### config.mk
export PLATFORM = sky130hd
export DESIGN_NAME = subpixel_delta_report_splitter_top
export DESIGN_NICKNAME = d
export VERILOG_FILES = /design/src/hdl/sdrs_pkg.sv /design/src/hdl/sdrs_regs.sv /design/src/hdl/sdrs_front.sv /design/src/hdl/sdrs_back.sv /design/src/hdl/subpixel_delta_report_splitter_top.sv
export SDC_FILE = /design/constraint.sdc
export NUM_CORES = 1
export LEC_CHECK = 0
export BUFFER_PORTS_ARGS = -buffer_cell sky130_fd_sc_hd__buf_2
export CELL_PAD_IN_SITES_DETAIL_PLACEMENT = 1
export CELL_PAD_IN_SITES_GLOBAL_PLACEMENT = 1
export CORE_MARGIN = 2
export CORE_UTILIZATION = 30
export DETAILED_ROUTE_END_ITERATION = 10
export HOLD_SLACK_MARGIN = 0.08
export PLACE_DENSITY_LB_ADDON = 0.25
export SYNTH_ARGS = -nofsm -noshare
export SYNTH_HDL_FRONTEND = slang
export SYNTH_SLANG_ARGS = --single-unit
### constraint.sdc
create_clock -name i_clk -period 8.8 [get_ports i_clk]
set_input_delay 0.88 -clock i_clk [delete_from_list [all_inputs] [get_ports i_clk]]
set_output_delay 0.88 -clock i_clk [all_outputs]
set_load 0.02 [all_outputs]
### src/hdl/sdrs_pkg.sv
package sdrs_pkg;

    // Fixed field widths of the item and register formats.
    localparam int DX_W        = 24;
    localparam int REP_W       = 8;
    localparam int BL_W        = 15;
    localparam int DM_W        = 7;
    localparam int RPT_W       = 4;
    localparam int CNT_W       = 4;
    localparam int MAX_REPORTS = 8;
    localparam int PADDR_W     = 4;
    localparam int PDATA_W     = 32;

    // Command queue between the front and the back.
    localparam int Q_DEPTH = 2;
    localparam int QA_W    = $clog2(Q_DEPTH);
    localparam int QC_W    = $clog2(Q_DEPTH + 1);

    // Register indexes, taken from paddr word bits.
    typedef logic [1:0] t_reg_idx;
    localparam t_reg_idx REG_BACKLOG_LIMIT    = 2'd0;
    localparam t_reg_idx REG_DELTA_MAX        = 2'd1;
    localparam t_reg_idx REG_DELTA_MIN        = 2'd2;
    localparam t_reg_idx REG_REPORTS_PER_TICK = 2'd3;

    // Register reset values.
    localparam logic [BL_W-1:0]         RST_BACKLOG_LIMIT    = 15'd1024;
    localparam logic [DM_W-1:0]         RST_DELTA_MAX        = 7'd127;
    localparam logic signed [REP_W-1:0] RST_DELTA_MIN        = -8'sd127;
    localparam logic [RPT_W-1:0]        RST_REPORTS_PER_TICK = 4'd4;

    typedef struct packed {
        logic                       req_type;
        logic signed [DX_W-1:0]     dx;
        logic signed [DX_W-1:0]     dy;
        logic                       link_ready;
    } t_in_item;

    typedef struct packed {
        logic signed [REP_W-1:0]    report_x;
        logic signed [REP_W-1:0]    report_y;
        logic                       last;
    } t_out_item;

    typedef struct packed {
        logic [BL_W-1:0]            backlog_limit;
        logic [DM_W-1:0]            delta_max;
        logic signed [REP_W-1:0]    delta_min;
        logic [RPT_W-1:0]           reports_per_tick;
    } t_cfg;

    typedef struct packed {
        logic                       is_clear;
        logic signed [DX_W-1:0]     dx;
        logic signed [DX_W-1:0]     dy;
    } t_cmd;

    typedef struct packed {
        logic                       valid;
        t_cmd                       cmd;
    } t_cmd_q;

endpackage

### src/hdl/sdrs_regs.sv
module sdrs_regs
    import sdrs_pkg::*;
(
    input  logic                 i_clk,
    input  logic                 i_rst_n,
    input  logic                 psel,
    input  logic                 penable,
    input  logic                 pwrite,
    input  logic [PADDR_W-1:0]   paddr,
    input  logic [PDATA_W-1:0]   pwdata,
    output logic [PDATA_W-1:0]   prdata,
    output logic                 pready,
    output t_cfg                 o_cfg
);

    t_cfg     r_cfg;
    t_reg_idx w_idx;

    assign w_idx  = paddr[PADDR_W-1:2];
    assign pready = 1'b1;
    assign o_cfg  = r_cfg;

    // Register writes complete in the access phase.
    always_ff @(posedge i_clk) begin
        if (!i_rst_n) begin
            r_cfg.backlog_limit    <= RST_BACKLOG_LIMIT;
            r_cfg.delta_max        <= RST_DELTA_MAX;
            r_cfg.delta_min        <= RST_DELTA_MIN;
            r_cfg.reports_per_tick <= RST_REPORTS_PER_TICK;
        end else if (psel && penable && pwrite) begin
            case (w_idx)
                REG_BACKLOG_LIMIT:    r_cfg.backlog_limit    <= pwdata[BL_W-1:0];
                REG_DELTA_MAX:        r_cfg.delta_max        <= pwdata[DM_W-1:0];
                REG_DELTA_MIN:        r_cfg.delta_min        <= $signed(pwdata[REP_W-1:0]);
                REG_REPORTS_PER_TICK: r_cfg.reports_per_tick <= pwdata[RPT_W-1:0];
                default: ;
            endcase
        end
    end

    // Read-back; the signed register is sign-extended.
    always_comb begin
        case (w_idx)
            REG_BACKLOG_LIMIT:    prdata = PDATA_W'(r_cfg.backlog_limit);
            REG_DELTA_MAX:        prdata = PDATA_W'(r_cfg.delta_max);
            REG_DELTA_MIN:        prdata = PDATA_W'(r_cfg.delta_min);
            REG_REPORTS_PER_TICK: prdata = PDATA_W'(r_cfg.reports_per_tick);
            default:              prdata = '0;
        endcase
    end

endmodule

### src/hdl/sdrs_front.sv
module sdrs_front
    import sdrs_pkg::*;
(
    input  logic      i_clk,
    input  logic      i_rst_n,
    input  logic      i_in_valid,
    output logic      o_in_stall,
    input  t_in_item  i_in_item,
    output t_cmd_q    o_q,
    input  logic      i_pop
);

    t_cmd             r_mem [Q_DEPTH];
    logic [QA_W-1:0]  r_wr;
    logic [QA_W-1:0]  r_rd;
    logic [QC_W-1:0]  r_count;
    logic             w_accept;
    logic             w_push;
    logic             w_pop;

    // An item is taken whenever the queue has room.
    assign o_in_stall = (r_count == QC_W'(Q_DEPTH));
    assign w_accept   = i_in_valid && !o_in_stall;

    // Motion with the link down is dropped here; clears and live motion go on.
    assign w_push = w_accept && (i_in_item.req_type || i_in_item.link_ready);
    assign w_pop  = i_pop && (r_count != '0);

    assign o_q.valid = (r_count != '0);
    assign o_q.cmd   = r_mem[r_rd];

    // Queue storage.
    always_ff @(posedge i_clk) begin
        if (w_push) begin
            r_mem[r_wr].is_clear <= i_in_item.req_type;
            r_mem[r_wr].dx       <= i_in_item.dx;
            r_mem[r_wr].dy       <= i_in_item.dy;
        end
    end

    // Queue pointers and fill count.
    always_ff @(posedge i_clk) begin
        if (!i_rst_n) begin
            r_wr    <= '0;
            r_rd    <= '0;
            r_count <= '0;
        end else begin
            if (w_push) begin
                r_wr <= r_wr + 1'b1;
            end
            if (w_pop) begin
                r_rd <= r_rd + 1'b1;
            end
            case ({w_push, w_pop})
                2'b10:   r_count <= r_count + 1'b1;
                2'b01:   r_count <= r_count - 1'b1;
                default: r_count <= r_count;
            endcase
        end
    end

endmodule

### src/hdl/sdrs_back.sv
module sdrs_back
    import sdrs_pkg::*;
#(
    parameter int FRAC_BITS = 8
) (
    input  logic       i_clk,
    input  logic       i_rst_n,
    input  t_cfg       i_cfg,
    input  t_cmd_q     i_q,
    output logic       o_pop,
    output logic       o_out_valid,
    input  logic       i_out_stall,
    output t_out_item  o_out_item
);

    // Accumulator: backlog plus up to eight opposite reports, in counts.
    localparam int AW  = FRAC_BITS + 17;
    localparam int CW  = AW - FRAC_BITS;
    localparam int SW  = ((AW > DX_W) ? AW : DX_W) + 1;
    localparam int MW  = 16;
    localparam int NW  = MW + DM_W + 2;
    localparam int QW  = DM_W;
    localparam int STW = $clog2(QW);

    localparam logic [AW-1:0] HALF =
        {{(AW-FRAC_BITS){1'b0}}, 1'b1, {(FRAC_BITS-1){1'b0}}};

    typedef enum logic [8:0] {
        S_IDLE  = 9'b000000001,
        S_ACC   = 9'b000000010,
        S_RND   = 9'b000000100,
        S_CHK   = 9'b000001000,
        S_MUL   = 9'b000010000,
        S_DIV   = 9'b000100000,
        S_CLAMP = 9'b001000000,
        S_EMIT  = 9'b010000000,
        S_FIN   = 9'b100000000
    } t_back_state;

    function automatic logic signed [REP_W-1:0] clamp_rep(
        input logic signed [REP_W-1:0] v,
        input t_cfg                    cfg
    );
        logic signed [REP_W-1:0] hi;
        hi = $signed({1'b0, cfg.delta_max});
        if (v < cfg.delta_min) begin
            clamp_rep = cfg.delta_min;
        end else if (v > hi) begin
            clamp_rep = hi;
        end else begin
            clamp_rep = v;
        end
    endfunction

    // Control registers.
    t_back_state              r_state, n_state;
    logic signed [AW-1:0]     r_acc_x, n_acc_x;
    logic signed [AW-1:0]     r_acc_y, n_acc_y;
    logic [CNT_W-1:0]         r_cnt, n_cnt;
    logic [CNT_W-1:0]         r_lim, n_lim;
    logic                     r_lane, n_lane;
    logic [STW-1:0]           r_step, n_step;
    logic                     r_pend_v, n_pend_v;
    logic                     r_out_valid, n_out_valid;

    // Payload registers.
    logic signed [DX_W-1:0]   r_dx, n_dx;
    logic signed [DX_W-1:0]   r_dy, n_dy;
    logic [MW-1:0]            r_ax, n_ax;
    logic [MW-1:0]            r_ay, n_ay;
    logic                     r_negx, n_negx;
    logic                     r_negy, n_negy;
    logic [MW-1:0]            r_mx, n_mx;
    logic [NW-1:0]            r_rem, n_rem;
    logic [NW-1:0]            r_dsh, n_dsh;
    logic [QW-1:0]            r_q, n_q;
    logic signed [REP_W-1:0]  r_sx, n_sx;
    logic signed [REP_W-1:0]  r_sy, n_sy;
    logic signed [REP_W-1:0]  r_hx, n_hx;
    logic signed [REP_W-1:0]  r_hy, n_hy;
    logic signed [REP_W-1:0]  r_pend_x, n_pend_x;
    logic signed [REP_W-1:0]  r_pend_y, n_pend_y;
    t_out_item                r_out_item, n_out_item;

    // Datapath helpers.
    logic signed [SW-1:0]     w_lim;
    logic signed [SW-1:0]     w_sum_x;
    logic signed [SW-1:0]     w_sum_y;
    logic signed [SW-1:0]     w_cl_x;
    logic signed [SW-1:0]     w_cl_y;
    logic [AW-1:0]            w_mag_x;
    logic [AW-1:0]            w_mag_y;
    logic [AW-1:0]            w_rnd_x;
    logic [AW-1:0]            w_rnd_y;
    logic [MW-1:0]            w_mx;
    logic [MW-1:0]            w_a;
    logic [MW+DM_W-1:0]       w_mul;
    logic                     w_ge;
    logic [QW-1:0]            w_qf;
    logic                     w_neg;
    logic signed [REP_W-1:0]  w_qs;
    logic signed [REP_W-1:0]  w_dx_direct;
    logic signed [REP_W-1:0]  w_dy_direct;
    logic signed [REP_W-1:0]  w_cx;
    logic signed [REP_W-1:0]  w_cy;
    logic signed [AW-1:0]     w_sub_x;
    logic signed [AW-1:0]     w_sub_y;
    logic                     w_slot;

    assign o_pop       = (r_state == S_IDLE) && i_q.valid;
    assign o_out_valid = r_out_valid;
    assign o_out_item  = r_out_item;

    // The output register can be loaded when empty or being taken.
    assign w_slot = !r_out_valid || !i_out_stall;

    // Add the motion and clamp to the backlog limit.
    assign w_lim   = $signed({{(SW-BL_W-FRAC_BITS){1'b0}}, i_cfg.backlog_limit,
                              {FRAC_BITS{1'b0}}});
    assign w_sum_x = SW'(r_acc_x) + SW'(r_dx);
    assign w_sum_y = SW'(r_acc_y) + SW'(r_dy);
    assign w_cl_x  = (w_sum_x < -w_lim) ? -w_lim : ((w_sum_x > w_lim) ? w_lim : w_sum_x);
    assign w_cl_y  = (w_sum_y < -w_lim) ? -w_lim : ((w_sum_y > w_lim) ? w_lim : w_sum_y);

    // Round to whole counts, half away from zero, on the magnitude.
    assign w_mag_x = r_acc_x[AW-1] ? AW'(-r_acc_x) : AW'(r_acc_x);
    assign w_mag_y = r_acc_y[AW-1] ? AW'(-r_acc_y) : AW'(r_acc_y);
    assign w_rnd_x = w_mag_x + HALF;
    assign w_rnd_y = w_mag_y + HALF;

    // Larger magnitude and the reports taken as they are when no scaling is due.
    assign w_mx        = (r_ax > r_ay) ? r_ax : r_ay;
    assign w_dx_direct = r_negx ? -$signed({1'b0, r_ax[QW-1:0]})
                                :  $signed({1'b0, r_ax[QW-1:0]});
    assign w_dy_direct = r_negy ? -$signed({1'b0, r_ay[QW-1:0]})
                                :  $signed({1'b0, r_ay[QW-1:0]});

    // Scaling numerator: magnitude times delta_max, doubled, plus rounding term.
    assign w_a   = r_lane ? r_ay : r_ax;
    assign w_mul = w_a * i_cfg.delta_max;

    // One restoring divide step a cycle; the quotient never exceeds delta_max.
    assign w_ge  = (r_rem >= r_dsh);
    assign w_qf  = {r_q[QW-2:0], w_ge};
    assign w_neg = r_lane ? r_negy : r_negx;
    assign w_qs  = w_neg ? -$signed({1'b0, w_qf}) : $signed({1'b0, w_qf});

    assign w_cx = clamp_rep(r_sx, i_cfg);
    assign w_cy = clamp_rep(r_sy, i_cfg);

    // Sent counts in accumulator scale.
    assign w_sub_x = $signed({{(CW-REP_W){r_hx[REP_W-1]}}, r_hx, {FRAC_BITS{1'b0}}});
    assign w_sub_y = $signed({{(CW-REP_W){r_hy[REP_W-1]}}, r_hy, {FRAC_BITS{1'b0}}});

    // Report sequencer. A report is held back until the next one is known,
    // so that the final one of an item can be marked.
    always_comb begin
        n_state     = r_state;
        n_acc_x     = r_acc_x;
        n_acc_y     = r_acc_y;
        n_cnt       = r_cnt;
        n_lim       = r_lim;
        n_lane      = r_lane;
        n_step      = r_step;
        n_pend_v    = r_pend_v;
        n_out_valid = r_out_valid && i_out_stall;
        n_dx        = r_dx;
        n_dy        = r_dy;
        n_ax        = r_ax;
        n_ay        = r_ay;
        n_negx      = r_negx;
        n_negy      = r_negy;
        n_mx        = r_mx;
        n_rem       = r_rem;
        n_dsh       = r_dsh;
        n_q         = r_q;
        n_sx        = r_sx;
        n_sy        = r_sy;
        n_hx        = r_hx;
        n_hy        = r_hy;
        n_pend_x    = r_pend_x;
        n_pend_y    = r_pend_y;
        n_out_item  = r_out_item;

        case (r_state)
            S_IDLE: begin
                if (i_q.valid) begin
                    if (i_q.cmd.is_clear) begin
                        n_acc_x = '0;
                        n_acc_y = '0;
                    end else begin
                        n_dx    = i_q.cmd.dx;
                        n_dy    = i_q.cmd.dy;
                        n_state = S_ACC;
                    end
                end
            end
            S_ACC: begin
                n_acc_x = AW'(w_cl_x);
                n_acc_y = AW'(w_cl_y);
                n_cnt   = '0;
                n_lim   = (i_cfg.reports_per_tick > CNT_W'(MAX_REPORTS))
                        ? CNT_W'(MAX_REPORTS) : i_cfg.reports_per_tick;
                n_state = S_RND;
            end
            S_RND: begin
                n_ax   = w_rnd_x[FRAC_BITS +: MW];
                n_ay   = w_rnd_y[FRAC_BITS +: MW];
                n_negx = r_acc_x[AW-1];
                n_negy = r_acc_y[AW-1];
                if (r_cnt == r_lim) begin
                    n_state = S_FIN;
                end else begin
                    n_state = S_CHK;
                end
            end
            S_CHK: begin
                n_mx   = w_mx;
                n_lane = 1'b0;
                if ((r_ax == '0) && (r_ay == '0)) begin
                    n_state = S_FIN;
                end else if (w_mx > MW'(i_cfg.delta_max)) begin
                    n_state = S_MUL;
                end else begin
                    n_sx    = w_dx_direct;
                    n_sy    = w_dy_direct;
                    n_state = S_CLAMP;
                end
            end
            S_MUL: begin
                n_rem   = NW'({w_mul, 1'b0}) + NW'(r_mx);
                n_dsh   = NW'({r_mx, 1'b0}) << (QW - 1);
                n_q     = '0;
                n_step  = STW'(QW - 1);
                n_state = S_DIV;
            end
            S_DIV: begin
                if (w_ge) begin
                    n_rem = r_rem - r_dsh;
                end
                n_dsh  = r_dsh >> 1;
                n_q    = w_qf;
                n_step = r_step - 1'b1;
                if (r_step == '0) begin
                    if (r_lane) begin
                        n_sy    = w_qs;
                        n_state = S_CLAMP;
                    end else begin
                        n_sx    = w_qs;
                        n_lane  = 1'b1;
                        n_state = S_MUL;
                    end
                end
            end
            S_CLAMP: begin
                n_hx = w_cx;
                n_hy = w_cy;
                if ((w_cx == '0) && (w_cy == '0)) begin
                    n_state = S_FIN;
                end else begin
                    n_state = S_EMIT;
                end
            end
            S_EMIT: begin
                if (!r_pend_v || w_slot) begin
                    if (r_pend_v) begin
                        n_out_valid         = 1'b1;
                        n_out_item.report_x = r_pend_x;
                        n_out_item.report_y = r_pend_y;
                        n_out_item.last     = 1'b0;
                    end
                    n_pend_v = 1'b1;
                    n_pend_x = r_hx;
                    n_pend_y = r_hy;
                    n_acc_x  = r_acc_x - w_sub_x;
                    n_acc_y  = r_acc_y - w_sub_y;
                    n_cnt    = r_cnt + 1'b1;
                    n_state  = S_RND;
                end
            end
            S_FIN: begin
                if (!r_pend_v) begin
                    n_state = S_IDLE;
                end else if (w_slot) begin
                    n_out_valid         = 1'b1;
                    n_out_item.report_x = r_pend_x;
                    n_out_item.report_y = r_pend_y;
                    n_out_item.last     = 1'b1;
                    n_pend_v            = 1'b0;
                    n_state             = S_IDLE;
                end
            end
            default: begin
                n_state = S_IDLE;
            end
        endcase
    end

    // Control state and accumulators.
    always_ff @(posedge i_clk) begin
        if (!i_rst_n) begin
            r_state     <= S_IDLE;
            r_acc_x     <= '0;
            r_acc_y     <= '0;
            r_cnt       <= '0;
            r_lim       <= '0;
            r_lane      <= 1'b0;
            r_step      <= '0;
            r_pend_v    <= 1'b0;
            r_out_valid <= 1'b0;
        end else begin
            r_state     <= n_state;
            r_acc_x     <= n_acc_x;
            r_acc_y     <= n_acc_y;
            r_cnt       <= n_cnt;
            r_lim       <= n_lim;
            r_lane      <= n_lane;
            r_step      <= n_step;
            r_pend_v    <= n_pend_v;
            r_out_valid <= n_out_valid;
        end
    end

    // Datapath registers.
    always_ff @(posedge i_clk) begin
        r_dx       <= n_dx;
        r_dy       <= n_dy;
        r_ax       <= n_ax;
        r_ay       <= n_ay;
        r_negx     <= n_negx;
        r_negy     <= n_negy;
        r_mx       <= n_mx;
        r_rem      <= n_rem;
        r_dsh      <= n_dsh;
        r_q        <= n_q;
        r_sx       <= n_sx;
        r_sy       <= n_sy;
        r_hx       <= n_hx;
        r_hy       <= n_hy;
        r_pend_x   <= n_pend_x;
        r_pend_y   <= n_pend_y;
        r_out_item <= n_out_item;
    end

endmodule

### src/hdl/subpixel_delta_report_splitter_top.sv
// Sub-pixel motion report splitter. Motion items carry X/Y deltas with
// FRAC_BITS fractional bits; with the link ready they are added to two
// accumulators clamped to the backlog limit, and up to reports_per_tick
// (at most eight) byte-sized reports follow, each rounded, scaled down to
// delta_max where needed and clamped, with the final report of an item
// marked by last. A clear item zeroes the accumulators; motion with the
// link down is dropped. The front takes items into a two-entry queue, so
// it keeps accepting while the back works, until the queue is full. The
// back handles one queued item at a time: a motion item is accumulated,
// then each report is rounded and, where scaling is due, X and Y pass in
// turn through one seven-step serial divider. The final report appears
// once the one after it is known to be zero or the report count is
// reached. Output is registered; a downstream stall holds the back, and
// the input once the queue is full. Registers sit on an APB port at word
// addresses 0 to 3 and should only be written while the block is idle.
module subpixel_delta_report_splitter_top
    import sdrs_pkg::*;
#(
    parameter int FRAC_BITS = 8
) (
    input  logic                 i_clk,
    input  logic                 i_rst_n,
    input  logic                 i_in_valid,
    output logic                 o_in_stall,
    input  t_in_item             i_in_item,
    output logic                 o_out_valid,
    input  logic                 i_out_stall,
    output t_out_item            o_out_item,
    input  logic                 psel,
    input  logic                 penable,
    input  logic                 pwrite,
    input  logic [PADDR_W-1:0]   paddr,
    input  logic [PDATA_W-1:0]   pwdata,
    output logic [PDATA_W-1:0]   prdata,
    output logic                 pready
);

    t_cfg    w_cfg;
    t_cmd_q  w_q;
    logic    w_pop;

    // Configuration registers.
    sdrs_regs u_regs (
        .i_clk   (i_clk),
        .i_rst_n (i_rst_n),
        .psel    (psel),
        .penable (penable),
        .pwrite  (pwrite),
        .paddr   (paddr),
        .pwdata  (pwdata),
        .prdata  (prdata),
        .pready  (pready),
        .o_cfg   (w_cfg)
    );

    // Item intake and command queue.
    sdrs_front u_front (
        .i_clk      (i_clk),
        .i_rst_n    (i_rst_n),
        .i_in_valid (i_in_valid),
        .o_in_stall (o_in_stall),
        .i_in_item  (i_in_item),
        .o_q        (w_q),
        .i_pop      (w_pop)
    );

    // Accumulation and report generation.
    sdrs_back #(
        .FRAC_BITS (FRAC_BITS)
    ) u_back (
        .i_clk       (i_clk),
        .i_rst_n     (i_rst_n),
        .i_cfg       (w_cfg),
        .i_q         (w_q),
        .o_pop       (w_pop),
        .o_out_valid (o_out_valid),
        .i_out_stall (i_out_stall),
        .o_out_item  (o_out_item)
    );

endmodule

==> key figures <==
Run status
  • Status: finished clean

Power and ir drop
  • Static leakage: between 0.01 and 0.015 µW
  • Maximum vdd drop: between 0.15 and 0.2 mV
  • Pwr dens: 244.2 nW/µm²

Layout
  • Nets: approximately 3800
  • Syn-to-layout area delta: 12.83%
  • FF/Latch Area: around 12000 µm²
  • Fraction of layout cells with a size suffix above 1: around 12%
  • Multi-input logic area: between 15000 and 20000 µm²
  • Fillers: ~12000

Setup path
  • Critical R2R Launch: u_back.r_lane
  • CP max FO: 12
  • Reg2Reg Setup Slack: roughly 950 ps
  • WP data required: around 9200 ps
  • R2R Path End: u_back.r_rem[20]
  • Startpoint Class: register
  • Critical Path AT: ~8000 ps
  • Endpoint class of the critical path: register
  • Worst R2R Path Depth: 25
  • Kind of critical path: reg -> reg

Timing
  • Setup_tns: 0 ps
  • Unrepaired setup endpoints after global routing: false
  • Hold WS: about 410 ps
  • Min Tclk post-route: 7848 ps
  • Final hold viol count: 0
  • Setup violations, final: 0
  • Clk_skew: about 32 ps
  • Fmax achieved: roughly 130 MHz
  • Max-slew violations: 0
  • Fin crit share: 89.18%
  • Relative slew slack: a little under a fifth
  • Least-Margin Pin Slew: about 1200 ps

Global route
  • GRT Total Usage: roughly a fifth
  • Largest net degree at the start of global routing: 70
  • Vias in the first global route: roughly 26000
  • First-pass GRT wire length: ~160 mm
  • Antenna violations before repair: 5
  • Total congestion overflow: 0

Yosys
  • Net Count, Synth: 3751
  • Synthesized area: about 32000 µm²
  • #FFs+latches synth: approximately 430
  • Unique cell type count in the Yosys netlist: roughly 110
  • Sequential share of the synthesized area: between 30% and 40%
  • Syn avg cell area: ~9.6 µm²
  • Async SR Flop Fraction: 0%
  • Yosys Warn Count: 0
  • Synth Instances: around 3300
  • EDFF count, synth: about 320
  • Top_reg_cell synth: edfxtp_1

Clocking
  • H-tree lvl count: 2
  • Clock Path Buffers: 3
  • Clk root buf: clkbuf_16
  • Worst-path clk slew: around 60 ps
  • CTS resizes: 0
  • Post-CTS Setup Repair Bufs: 0
  • Post-CTS Hold Buffers: 0
  • Worst skew pair latency: 660 ps
  • Total CTS buffers: 55
  • CTS tree: built
  • Clk sinks: ~430

Drt
  • Avg WL per Cell: ~21 µm
  • Post-DRT Antenna Nets: 0
  • 1st-iter DRT viols: 1221
  • Vias: around 25000
  • DRC: 0
  • Vias/cell: between 5 and 6
  • First-pass DRT Iterations: 5
  • DRT Wirelength: just over 100 mm

Job
  • Max Cap Viol: 0

Min path
  • Hold path endpoint: u_front.r_mem[0][0]
  • Worst hold path type: in -> reg
  • HP Start: i_in_item[1]
  • Worst Hold Path Cells: 1

Die
  • Core area: 105000 µm²
  • Die area: 108100 µm²
  • Initial Util: 30.14%
  • Rows: roughly 120
  • Die width: between 300 and 400 µm
  • # IOs: 145
  • Die height: about 330 µm

Place
  • Dpl hpwl: a little under 80 mm
  • Port Buffer Count: 124
  • Routability Congestion: a little under 0.9
sequential cells by signal, summed over array words and instances (netlist names), 6 cells and up, named ones only:
signal / count
u_back.r_rem: 25
u_back.r_hx: 8
u_back.r_ay: 16
u_back.r_pend_x: 8
u_back.r_pend_y: 8
u_back.r_mx: 16
u_back.r_sy: 8
u_back.r_dy: 24
u_regs.o_cfg: 34
u_back.r_dsh: 23
u_back.r_sx: 8
u_back.r_acc_x: 25
u_back.r_dx: 24
u_back.r_q: 6
u_back.o_out_item: 17
u_back.r_hy: 8
u_back.r_ax: 16
u_back.r_state: 9
u_back.r_acc_y: 25
u_front.r_mem: 98
cell type report:
type / count / share of cell area (%)
Antenna cell: 3 / 0.02103
Clock buffer: 72 / 4.178
Sequential cell: 427 / 32.78
Multi-Input combinational cell: 2482 / 51.79
Inverter: 246 / 2.587
Tap cell: 1391 / 4.876
Clock inverter: 28 / 1.143
Timing Repair Buffer: 166 / 2.622
cell families after synthesis:
| group | Yosys count | synth area share [%] |
|---|---|---|
| adders and majority gates | 367 | 16.28 |
| AOI/OAI and AO/OA | 839 | 17.21 |
| other | 1 | 0.01185 |
| xor gates and xnor gates | 201 | 5.565 |
| buffers and inverters | 384 | 4.821 |
| muxes | 130 | 4.568 |
| DFF | 427 | 36.99 |
| and+or+nand+nor | 944 | 14.55 |
routing by layer:
layer / GRT usage (%) / wire length (µm) / vias to the layer above
li1: - / - / 12106
met4: 5.986 / 3144 / 2
met1: 24.33 / 46520 / 12496
met2: 32.56 / 49100 / 388
met5: 0 / 13 / -
met3: 2.225 / 3599 / 140
how the worst max path moves through the flow:
stage	startpoint	to	slack (ps)	depth (start not counted)
finish	u_back.r_lane	u_back.r_rem[20]	950	25
global route	u_back.r_lane	u_back.r_rem[20]	380	24
CTS	u_back.r_lane	u_back.r_rem[20]	870	25
detailed placement	u_back.r_lane	u_back.r_rem[20]	920	25
global placement	u_back.r_lane	u_back.r_rem[20]	1020	25
floorplan	u_back.r_lane	u_back.r_rem[18]	2030	25
synth_stat cells (18+ instances only):
cell type	count	area share, %
edfxtp_1	315	30
nor2_1	292	3.5
ha_1	290	11
a21oi_1	245	3.9
inv_1	244	2.9
nand2_1	234	2.8
o21ai_0	178	2.8
xnor2_1	132	3.7
dfxtp_1	112	7.1
clkbuf_1	94	1.1
fa_1	75	4.7
mux2_2	74	2.6
a21o_1	73	1.7
xor2_1	69	1.9
nand3_1	68	1.1
nor3_1	67	1.1
mux2i_1	51	1.6
nand2b_1	46	0.91
o21a_1	40	0.95
nand4_1	35	0.69
a31oi_1	30	0.59
o211ai_1	30	0.71
and2_1	28	0.55
nor2b_1	26	0.51
or3_1	26	0.51
a211oi_1	25	0.59
and3_1	22	0.44
buf_4	18	0.43
o21bai_1	18	0.43
cells in the final DEF (no fill, tap or decap), types with 30 or more instances in the layout:
master / instances
o211ai_1: 30
nand3_1: 68
a31oi_1: 30
inv_1: 244
buf_2: 124
nor2_1: 287
fa_1: 75
mux2i_1: 51
o21a_1: 40
o21ai_0: 178
nor3_1: 65
mux2_2: 74
buf_4: 42
a21o_1: 73
xor2_1: 69
ha_1: 290
clkbuf_16: 56
nand2b_1: 46
a21oi_1: 243
dfxtp_1: 111
edfxtp_1: 315
nand4_1: 35
xnor2_1: 132
nand2_1: 234
report_power, final:
group	switching [µW]	internal, µW
registers	207	2410
clock network	945	1450
logic	2270	1430
critical path, stage by stage, from the launching register on:
cell and delay [ps]:
dfxtp_1 640, buf_4 330, mux2i_1 670, nor2_1 130, fa_1 530, inv_1 50
fa_1 480, inv_1 60, fa_1 540, inv_1 60, fa_1 520, inv_1 40
ha_1 360, o21a_1 150, o31a_1 150, a21oi_1 60, ha_1 220, or3_1 410
o41ai_1 570, o311ai_0 260, o41ai_1 620, o21a_1 280, nor4_1 90, xnor2_1 170
nor2_1 130, a21oi_1 50
per-stage QoR:
| stage | util (%) | total power, µW | cell area (µm²) | cells | setup slack [ps] |
|---|---|---|---|---|---|
| after floorplan | - | 5310 | 31640 | 3293 | 2029 |
| after global placement | 32.19 | 6286 | 33790 | 4712 | 1023 |
| after detailed placement | 32.19 | 6343 | 33790 | 4712 | 923.8 |
| after CTS | 34.00 | 8803 | 35690 | 4812 | 873.9 |
| after global routing | 34.00 | 9298 | 35690 | 4812 | 379.4 |
| final | 34.01 | 8716 | 35700 | 4815 | 952.4 |
No activity file was read; power rests on OpenSTA's default activity.
